[config.mk]
export PLATFORM = sky130hd
export DESIGN_NAME = isometric_pixel_to_tile_pick
export DESIGN_NICKNAME = d
export VERILOG_FILES = /design/src/hdl/ipt_pkg.sv /design/src/hdl/ipt_cfg_regs.sv /design/src/hdl/ipt_pick_pipe.sv /design/src/hdl/isometric_pixel_to_tile_pick.sv
export SDC_FILE = /design/constraint.sdc
export NUM_CORES = 2
export LEC_CHECK = 0
export ABC_AREA = 0
export BUFFER_PORTS_ARGS = -buffer_cell sky130_fd_sc_hd__buf_2
export CAP_MARGIN = 10
export CELL_PAD_IN_SITES_DETAIL_PLACEMENT = 1
export CELL_PAD_IN_SITES_GLOBAL_PLACEMENT = 1
export CORE_ASPECT_RATIO = 0.5
export CORE_MARGIN = 3
export CORE_UTILIZATION = 52
export CTS_BUF_LIST = sky130_fd_sc_hd__clkbuf_2 sky130_fd_sc_hd__clkbuf_4 sky130_fd_sc_hd__clkbuf_8
export DETAILED_ROUTE_END_ITERATION = 16
export PLACE_DENSITY = 0.8
export SLEW_MARGIN = 20
export SYNTH_ARGS = -nofsm -noshare
export SYNTH_HDL_FRONTEND = slang
export SYNTH_SLANG_ARGS = --single-unit
[constraint.sdc]
create_clock -name i_clk -period 8 [get_ports i_clk]
set_input_delay 0.8 -clock i_clk [delete_from_list [all_inputs] [get_ports i_clk]]
set_output_delay 0.8 -clock i_clk [all_outputs]
set_load 0.05 [all_outputs]
[src/hdl/ipt_pkg.sv]
// Package for the isometric pixel-to-tile picker.
// Payload structs, configuration struct, register indexes and divider constants.
// No dependencies.
`default_nettype none

package ipt_pkg;

    localparam int VIEW_COLUMNS_DEF = 256;
    localparam int VIEW_ROWS_DEF    = 512;
    localparam int VIEWPORT_TOP_DEF = 24;

    localparam int TILE_W      = 60;
    localparam int HALF_TILE_W = 30;
    localparam int HALF_TILE_H = 15;

    // floor(n/100) = (n*RECIP_100) >> SHIFT_100 for n < 2^21
    localparam logic [21:0] RECIP_100 = 22'd2684355;
    localparam int          SHIFT_100 = 28;
    // floor(n/30) = (n*RECIP_30) >> 20, floor(n/15) = (n*RECIP_15) >> 19, n < 2^15
    localparam logic [15:0] RECIP_30  = 16'd34953;
    localparam int          SHIFT_30  = 20;
    localparam logic [15:0] RECIP_15  = 16'd34953;
    localparam int          SHIFT_15  = 19;

    localparam int ADDR_W = 5;
    localparam int DATA_W = 32;

    typedef enum logic [2:0] {
        REG_VIEWPORT_LEFT   = 3'd0,
        REG_VIEWPORT_WIDTH  = 3'd1,
        REG_VIEWPORT_HEIGHT = 3'd2,
        REG_ZOOM_PERCENT    = 3'd3,
        REG_CAM_SUBTILE_X   = 3'd4,
        REG_CAM_SUBTILE_Y   = 3'd5,
        REG_CAM_TILE_X      = 3'd6,
        REG_CAM_TILE_Y      = 3'd7
    } t_reg_idx;

    typedef struct packed {
        logic [11:0] screen_x;
        logic [11:0] screen_y;
    } t_pick_in;

    typedef struct packed {
        logic               hit;
        logic signed [11:0] view_col;
        logic signed [11:0] view_row;
    } t_pick_out;

    typedef struct packed {
        logic [11:0]        viewport_left;
        logic [12:0]        viewport_width;
        logic [12:0]        viewport_height;
        logic [8:0]         zoom_percent;
        logic [5:0]         camera_subtile_x;
        logic [4:0]         camera_subtile_y;
        logic signed [10:0] camera_tile_x;
        logic signed [10:0] camera_tile_y;
    } t_cfg;

endpackage

`default_nettype wire

[src/hdl/ipt_cfg_regs.sv]
// APB-style configuration register file for the tile picker.
// Depends on ipt_pkg (t_cfg, t_reg_idx, bus widths).
`default_nettype none

module ipt_cfg_regs (
    input  wire logic                        i_clk,
    input  wire logic                        i_rst_n,
    input  wire logic                        psel,
    input  wire logic                        penable,
    input  wire logic                        pwrite,
    input  wire logic [ipt_pkg::ADDR_W-1:0]  paddr,
    input  wire logic [ipt_pkg::DATA_W-1:0]  pwdata,
    output logic      [ipt_pkg::DATA_W-1:0]  prdata,
    output logic                             pready,
    output ipt_pkg::t_cfg                    o_cfg
);

    ipt_pkg::t_cfg    r_cfg;
    ipt_pkg::t_reg_idx w_idx;
    logic             w_wr;

    assign w_idx  = ipt_pkg::t_reg_idx'(paddr[ipt_pkg::ADDR_W-1:2]);
    assign w_wr   = psel & penable & pwrite;
    assign pready = 1'b1;
    assign o_cfg  = r_cfg;

    always_ff @(posedge i_clk) begin
        if (!i_rst_n) begin
            r_cfg.viewport_left    <= 12'd0;
            r_cfg.viewport_width   <= 13'd1024;
            r_cfg.viewport_height  <= 13'd768;
            r_cfg.zoom_percent     <= 9'd100;
            r_cfg.camera_subtile_x <= 6'd0;
            r_cfg.camera_subtile_y <= 5'd0;
            r_cfg.camera_tile_x    <= 11'sd0;
            r_cfg.camera_tile_y    <= 11'sd0;
        end else if (w_wr) begin
            case (w_idx)
                ipt_pkg::REG_VIEWPORT_LEFT:   r_cfg.viewport_left    <= pwdata[11:0];
                ipt_pkg::REG_VIEWPORT_WIDTH:  r_cfg.viewport_width   <= pwdata[12:0];
                ipt_pkg::REG_VIEWPORT_HEIGHT: r_cfg.viewport_height  <= pwdata[12:0];
                ipt_pkg::REG_ZOOM_PERCENT:    r_cfg.zoom_percent     <= pwdata[8:0];
                ipt_pkg::REG_CAM_SUBTILE_X:   r_cfg.camera_subtile_x <= pwdata[5:0];
                ipt_pkg::REG_CAM_SUBTILE_Y:   r_cfg.camera_subtile_y <= pwdata[4:0];
                ipt_pkg::REG_CAM_TILE_X:      r_cfg.camera_tile_x    <= $signed(pwdata[10:0]);
                ipt_pkg::REG_CAM_TILE_Y:      r_cfg.camera_tile_y    <= $signed(pwdata[10:0]);
                default: ;
            endcase
        end
    end

    always_comb begin
        case (w_idx)
            ipt_pkg::REG_VIEWPORT_LEFT:   prdata = 32'(r_cfg.viewport_left);
            ipt_pkg::REG_VIEWPORT_WIDTH:  prdata = 32'(r_cfg.viewport_width);
            ipt_pkg::REG_VIEWPORT_HEIGHT: prdata = 32'(r_cfg.viewport_height);
            ipt_pkg::REG_ZOOM_PERCENT:    prdata = 32'(r_cfg.zoom_percent);
            ipt_pkg::REG_CAM_SUBTILE_X:   prdata = 32'(r_cfg.camera_subtile_x);
            ipt_pkg::REG_CAM_SUBTILE_Y:   prdata = 32'(r_cfg.camera_subtile_y);
            ipt_pkg::REG_CAM_TILE_X:      prdata = {21'd0, r_cfg.camera_tile_x};
            ipt_pkg::REG_CAM_TILE_Y:      prdata = {21'd0, r_cfg.camera_tile_y};
            default:                      prdata = '0;
        endcase
    end

endmodule

`default_nettype wire

[src/hdl/ipt_pick_pipe.sv]
// Six-stage pick pipeline: viewport test, zoom scaling, tile quotients, diamond choice.
// Depends on ipt_pkg (payload structs, t_cfg, reciprocal constants).
`default_nettype none

module ipt_pick_pipe #(
    parameter int VIEW_COLUMNS = ipt_pkg::VIEW_COLUMNS_DEF,
    parameter int VIEW_ROWS    = ipt_pkg::VIEW_ROWS_DEF,
    parameter int VIEWPORT_TOP = ipt_pkg::VIEWPORT_TOP_DEF
) (
    input  wire logic          i_clk,
    input  wire logic          i_rst_n,
    input  wire logic          i_valid,
    input  ipt_pkg::t_pick_in  i_pixel,
    input  ipt_pkg::t_cfg      i_cfg,
    output logic               o_done,
    output ipt_pkg::t_pick_out o_result
);

    // stage 1: viewport test and zoom products
    logic        r1_v, r1_in;
    logic [20:0] r1_px, r1_py;
    logic        n1_in;
    logic [13:0] w_right, w_bottom, w_top;

    assign w_top    = 14'(VIEWPORT_TOP);
    assign w_right  = 14'(i_cfg.viewport_left) + 14'(i_cfg.viewport_width);
    assign w_bottom = w_top + 14'(i_cfg.viewport_height);
    assign n1_in = !((i_pixel.screen_x < i_cfg.viewport_left) ||
                     (14'(i_pixel.screen_x) >= w_right) ||
                     (14'(i_pixel.screen_y) < w_top) ||
                     (14'(i_pixel.screen_y) >= w_bottom));

    // stage 2: divide by 100 through reciprocal
    logic        r2_v, r2_in;
    logic [42:0] r2_qx, r2_qy;

    // stage 3: offsets, sign and magnitude
    logic        r3_v, r3_in, r3_negx, r3_negy;
    logic [14:0] r3_ax, r3_ay;
    logic [15:0] n3_dx, n3_dy;

    assign n3_dx = 16'(r2_qx[42:ipt_pkg::SHIFT_100]) + 16'(i_cfg.camera_subtile_x)
                 - 16'(i_cfg.viewport_left);
    assign n3_dy = 16'(r2_qy[42:ipt_pkg::SHIFT_100]) + 16'(i_cfg.camera_subtile_y)
                 - 16'(VIEWPORT_TOP);

    // stage 4: divide by 30 and 15 through reciprocal
    logic        r4_v, r4_in, r4_negx, r4_negy;
    logic [14:0] r4_ax, r4_ay;
    logic [30:0] r4_mx, r4_my;

    // stage 5: signed quotients and remainders
    logic               r5_v, r5_in, r5_xodd, r5_yodd;
    logic signed [13:0] r5_col, r5_row;
    logic signed [4:0]  r5_xmod, r5_ymod;
    logic [9:0]         n5_uqx;
    logic [10:0]        n5_uqy;
    logic [4:0]         n5_rx;
    logic [3:0]         n5_ry;
    logic [13:0]        n5_hx, n5_uy;
    logic [4:0]         n5_hrx, n5_ury;

    assign n5_uqx = r4_mx[29:ipt_pkg::SHIFT_30];
    assign n5_uqy = r4_my[29:ipt_pkg::SHIFT_15];
    assign n5_rx  = 5'(r4_ax - 15'(n5_uqx) * 15'(ipt_pkg::HALF_TILE_W));
    assign n5_ry  = 4'(r4_ay - 15'(n5_uqy) * 15'(ipt_pkg::HALF_TILE_H));
    assign n5_hx  = 14'(n5_uqx[9:1]);
    assign n5_uy  = 14'(n5_uqy);
    assign n5_hrx = 5'(n5_rx[4:1]);
    assign n5_ury = 5'(n5_ry);

    // stage 6: diamond choice, camera tile, bounds
    logic               r_done;
    ipt_pkg::t_pick_out r_result;
    logic               n6_odd, n6_row_inc, n6_col_inc, n6_hit;
    logic signed [5:0]  n6_sum;
    logic signed [13:0] n6_col, n6_row;

    always_comb begin
        n6_odd     = r5_xodd ^ r5_yodd;
        n6_sum     = 6'(r5_xmod) + 6'(r5_ymod);
        n6_row_inc = 1'b0;
        n6_col_inc = 1'b0;
        if (n6_odd) begin
            if (n6_sum >= 6'(ipt_pkg::HALF_TILE_H - 1)) begin
                n6_row_inc = 1'b1;
                n6_col_inc = r5_xodd & !r5_yodd;
            end
        end else begin
            if (r5_ymod > r5_xmod) begin
                n6_row_inc = 1'b1;
            end else begin
                n6_col_inc = r5_xodd & r5_yodd;
            end
        end
        n6_col = 14'(i_cfg.camera_tile_x) + r5_col + $signed({13'd0, n6_col_inc});
        n6_row = 14'(i_cfg.camera_tile_y) + r5_row + $signed({13'd0, n6_row_inc});
        n6_hit = (n6_col >= 14'sd0) && (n6_col < $signed(14'(VIEW_COLUMNS))) &&
                 (n6_row >= 14'sd0) && (n6_row < $signed(14'(VIEW_ROWS)));
    end

    always_ff @(posedge i_clk) begin
        if (!i_rst_n) begin
            r1_v   <= 1'b0;
            r2_v   <= 1'b0;
            r3_v   <= 1'b0;
            r4_v   <= 1'b0;
            r5_v   <= 1'b0;
            r_done <= 1'b0;
        end else begin
            r1_v   <= i_valid;
            r2_v   <= r1_v;
            r3_v   <= r2_v;
            r4_v   <= r3_v;
            r5_v   <= r4_v;
            r_done <= r5_v;
        end
    end

    always_ff @(posedge i_clk) begin
        r1_in <= n1_in;
        r1_px <= 21'(i_pixel.screen_x) * 21'(i_cfg.zoom_percent);
        r1_py <= 21'(i_pixel.screen_y) * 21'(i_cfg.zoom_percent);

        r2_in <= r1_in;
        r2_qx <= 43'(r1_px) * 43'(ipt_pkg::RECIP_100);
        r2_qy <= 43'(r1_py) * 43'(ipt_pkg::RECIP_100);

        r3_in   <= r2_in;
        r3_negx <= n3_dx[15];
        r3_negy <= n3_dy[15];
        r3_ax   <= n3_dx[15] ? 15'(-n3_dx) : n3_dx[14:0];
        r3_ay   <= n3_dy[15] ? 15'(-n3_dy) : n3_dy[14:0];

        r4_in   <= r3_in;
        r4_negx <= r3_negx;
        r4_negy <= r3_negy;
        r4_ax   <= r3_ax;
        r4_ay   <= r3_ay;
        r4_mx   <= 31'(r3_ax) * 31'(ipt_pkg::RECIP_30);
        r4_my   <= 31'(r3_ay) * 31'(ipt_pkg::RECIP_15);

        r5_in   <= r4_in;
        r5_xodd <= n5_uqx[0];
        r5_yodd <= n5_uqy[0];
        r5_col  <= r4_negx ? $signed(-n5_hx)  : $signed(n5_hx);
        r5_row  <= r4_negy ? $signed(-n5_uy)  : $signed(n5_uy);
        r5_xmod <= r4_negx ? $signed(-n5_hrx) : $signed(n5_hrx);
        r5_ymod <= r4_negy ? $signed(-n5_ury) : $signed(n5_ury);

        if (r5_in) begin
            r_result.hit      <= n6_hit;
            r_result.view_col <= n6_col[11:0];
            r_result.view_row <= n6_row[11:0];
        end else begin
            r_result <= '0;
        end
    end

    assign o_done   = r_done;
    assign o_result = r_result;

endmodule

`default_nettype wire

[src/hdl/isometric_pixel_to_tile_pick.sv]
// Top level of the isometric pixel-to-tile picker.
// Depends on ipt_pkg, ipt_cfg_regs and ipt_pick_pipe.
`default_nettype none

// Takes one pixel per clock: busy is never raised, so a start is accepted in every
// cycle. Each pick returns through the pipeline registers, strobed by o_done for
// one cycle, in start order; a register follows each of the zoom multiply, the
// divide-by-100 reciprocal multiply, the offset and sign step, the divide-by-30/15
// reciprocal multiply, the quotient step and the diamond choice. Results cannot be
// held off and must be captured when o_done is high. The user must write
// configuration over the APB port only while no pick is in flight; the block does not enforce it.
module isometric_pixel_to_tile_pick #(
    parameter int VIEW_COLUMNS = ipt_pkg::VIEW_COLUMNS_DEF,
    parameter int VIEW_ROWS    = ipt_pkg::VIEW_ROWS_DEF,
    parameter int VIEWPORT_TOP = ipt_pkg::VIEWPORT_TOP_DEF
) (
    input  wire logic                        i_clk,
    input  wire logic                        i_rst_n,
    input  wire logic                        psel,
    input  wire logic                        penable,
    input  wire logic                        pwrite,
    input  wire logic [ipt_pkg::ADDR_W-1:0]  paddr,
    input  wire logic [ipt_pkg::DATA_W-1:0]  pwdata,
    output logic      [ipt_pkg::DATA_W-1:0]  prdata,
    output logic                             pready,
    input  wire logic                        start,
    output logic                             busy,
    input  ipt_pkg::t_pick_in                i_pixel,
    output logic                             o_done,
    output ipt_pkg::t_pick_out               o_result
);

    ipt_pkg::t_cfg w_cfg;

    assign busy = 1'b0;

    ipt_cfg_regs u_regs (
        .i_clk   (i_clk),
        .i_rst_n (i_rst_n),
        .psel    (psel),
        .penable (penable),
        .pwrite  (pwrite),
        .paddr   (paddr),
        .pwdata  (pwdata),
        .prdata  (prdata),
        .pready  (pready),
        .o_cfg   (w_cfg)
    );

    ipt_pick_pipe #(
        .VIEW_COLUMNS (VIEW_COLUMNS),
        .VIEW_ROWS    (VIEW_ROWS),
        .VIEWPORT_TOP (VIEWPORT_TOP)
    ) u_pipe (
        .i_clk    (i_clk),
        .i_rst_n  (i_rst_n),
        .i_valid  (start & !busy),
        .i_pixel  (i_pixel),
        .i_cfg    (w_cfg),
        .o_done   (o_done),
        .o_result (o_result)
    );

endmodule

`default_nettype wire

==> key figures <==
Setup path
  – CP Launch Point: u_pipe.r1_py[4]$_DFF_P_
  – Critical path arrival: 7.99 ns
  – CP Max Fanout: 7
  – FF-to-FF Start: u_pipe.r1_py[4]$_DFF_P_
  – WS Path Type: flip-flop to flip-flop
  – Startpoint Class: flip-flop
  – Crit. End Element: flip-flop
  – Worst EP required: ~8.6 ns
  – Flop2flop setup slack: 0.57 ns
  – Worst flop-to-flop path endpoint: u_pipe.r2_qy[42]$_DFF_P_
  – R2R depth: 22
  – CP Capture Point: u_pipe.r2_qy[42]$_DFF_P_

Global route
  – Gr usage total: 27.77%
  – Vias in the first global route: about 33000
  – First-pass GRT wire length: approximately 180000 µm
  – Total congestion overflow: 0
  – Pin count of the biggest net entering global routing: 87
  – Initial antenna violation count: 5

Finish
  – Layout cell share with drive strength beyond 1: 5.489%
  – Register area: 5806 µm²
  – Fill cells: between 8000 and 9000
  – Area Overhead vs Synth: 6.647%
  – Area of the multi-input gates: 29960 µm²
  – Final instance area: 42200 µm²
  – Leading cell type in the layout, fill and taps excluded: inv_1
  – Most frequent cells in the layout: inv_1, ha_1, fa_1
  – Final net count: 5605

Synth
  – Ranking of synthesized cells by area: fa_1, ha_1, dfxtp_1, inv_1, xnor2_1
  – Seq cells post-synth: 290
  – Mapped Area: 39570 µm²
  – Yosys Warn Count: 0
  – Top FF cell, synth: dfxtp_1
  – EDFF count, synth: 0
  – Cell taking the most area after synthesis: fa_1
  – Post-synthesis cell count: 4156
  – Synth async-reset ratio: 0%
  – Syn avg cell area: 9.520 µm²
  – Area share of the largest cell type after synthesis: 25.91%
  – Register area share after synthesis: about 15%
  – Yosys cell types: 76

Placed design
  – DP Worst Slack: 0.6590 ns
  – Final GP Congestion: roughly 0.97
  – Port buffer count: 84
  – Placed standard-cell area: 40940 µm²
  – Post-DP HPWL: 90330 µm

Timing
  – Tmin final: 7.432 ns
  – RSZ-0062 raised after global routing: false
  – Clock skew: 0.04025 ns
  – Min Hold Slack: between 0.3 and 0.4 ns
  – Slew HR: approximately 22%
  – Worst setup margin: 0.5679 ns
  – Final worst-path cycle share: 92.90%
  – Final hold vios: 0
  – TNS Setup: 0 ns
  – Max-slew violations: 0
  – # setup viols final: 0
  – Max Clk Rate: around 130 MHz
  – Worst slew pin tran: roughly 1.2 ns

Clock network
  – Skew-Pair Late Insertion Delay: just under 0.7 ns
  – Max Root-Sink Buffers: 3
  – CTS HTree Levels: 2
  – Post-CTS Repair Setup Buffers: 0
  – Sink Count: 290
  – # hold bufs at CTS: 0
  – # resized after CTS: 0
  – Clock slew at reported path FFs: 0.07 ns
  – Root Buffer: clkbuf_8
  – CTS buffer count: 50
  – TritonCTS clock tree: yes

Worst hold path
  – Hold Crit Class: flip-flop to flip-flop

Drt
  – Mean number of vias per cell: 5.452
  – DRT antenna net count: 0
  – Initial DRC count: 1537
  – DRC viols: 0
  – First-pass DRT Iterations: 5
  – Wire length per cell: 20.53 µm
  – Vias: 28750
  – Final WL: 108300 µm

Outcome
  – Outcome: finished clean

Flow run
  – Max-Cap Viols: 0

Die
  – Die width: between 300 and 400 µm
  – Initial Utilization: around 53%
  – DIE AREA: 79640 µm²
  – I/O pins: 127
  – Site Rows: 70
  – Chip height: 201.1 µm
  – Core ar.: 74180 µm²
kinds of logic after synthesis:
family                   count (synthesis)  synth area share, %
other                                    2              0.01898
flip-flops                             290                14.67
adder cells (fa/ha/maj)               1317                51.36
AO/OA/AOI/OAI                          468                7.959
multiplexers                            66                1.818
XOR/XNOR                               201                4.449
buffers and inverters                 1009                9.790
AND/OR/NAND/NOR                        803                9.929
critical path, stage by stage (launching register included):
cell and delay, ns:
dfxtp_1 0.58, inv_1 0.19, fa_1 0.54, fa_1 0.54
inv_1 0.08, fa_1 0.47, fa_1 0.52, inv_1 0.06
fa_1 0.56, inv_1 0.07, fa_1 0.44, fa_1 0.38
ha_1 0.31, a211oi_1 0.06, o21ai_0 0.17, o21ai_0 0.17
a21boi_0 0.64, a31o_2 0.36, a41oi_1 0.24, o21ai_0 0.48
nor4_1 0.10, nor3_1 0.26, xnor2_1 0.11
layout make-up:
cell class | count | share of cell area, %
sequential | 290 | 13.76
antenna | 3 | 0.01779
clock inverter | 28 | 0.9162
tap | 1008 | 2.989
timing repair buffer | 97 | 1.228
inverter | 906 | 8.059
clock buffer | 66 | 2.034
multi-input combinational | 2876 | 71.00
layer usage:
| metal | wire length [µm] | global-route usage [%] | share of wire, % |
|---|---|---|---|
| met1 | 47730 | 36.76 | 44 |
| met3 | 5444 | 3.697 | 5.0 |
| met5 | 0 | 0 | 0 |
| met4 | 2398 | 6.493 | 2.2 |
| met2 | 52730 | 48.28 | 49 |
synthesized netlist by cell type (18+ instances only):
cell type,instances
a21boi_0,41
a21o_1,48
a21oi_1,108
and2_1,124
buf_4,21
clkbuf_1,65
dfxtp_1,290
fa_1,512
ha_1,805
inv_1,906
mux2i_1,55
nand2_1,295
nand2b_1,19
nand3_1,36
nand4_1,18
nor2_1,133
nor2b_1,75
nor3_1,33
o21a_1,23
o21ai_0,102
xnor2_1,157
xor2_1,44
per-stage QoR:
step                      utilization [%]  std cells
after global placement              55.19       5177
after detailed placement            55.19       5177
final                               56.88       5274
after CTS                           56.87       5271
after floorplan                         -       4175
after global routing                56.88       5274
registers in the layout, indices dropped and copies added, names as in the netlist, 4 cells and up:
| signal | cells |
|---|---|
| u_pipe.r1_px | 21 |
| u_pipe.r3_ay | 15 |
| u_pipe.r4_ay | 4 |
| u_pipe.r3_ax | 15 |
| u_pipe.r5_ymod | 5 |
| u_pipe.r5_col | 14 |
| u_pipe.r4_mx | 10 |
| u_pipe.r1_py | 21 |
| u_regs.o_cfg | 80 |
| u_pipe.r4_my | 11 |
| u_pipe.o_result | 25 |
| u_pipe.r4_ax | 4 |
| u_pipe.r2_qy | 15 |
| u_pipe.r5_xmod | 5 |
| u_pipe.r5_row | 14 |
| u_pipe.r2_qx | 15 |
how the worst min path moves through the flow:
stage / from / endpoint / slack (ns) / depth (start not counted)
after detailed placement: u_pipe.r3_negx$_DFF_P_ / u_pipe.r4_negx$_DFF_P_ / 0.31 / 0
final: u_pipe.r2_in$_DFF_P_ / u_pipe.r3_in$_DFF_P_ / 0.33 / 0
after CTS: u_pipe.r3_negx$_DFF_P_ / u_pipe.r4_negx$_DFF_P_ / 0.33 / 0
after floorplan: u_pipe.r1_in$_DFF_P_ / u_pipe.r2_in$_DFF_P_ / 0.31 / 0
after global routing: u_pipe.r4_in$_DFF_P_ / u_pipe.r5_in$_DFF_P_ / 0.34 / 0
after global placement: u_pipe.r3_negx$_DFF_P_ / u_pipe.r4_negx$_DFF_P_ / 0.31 / 0
Power is not shown: default switching activity piles up to over one toggle a cycle in this logic, so the estimate is an artifact.
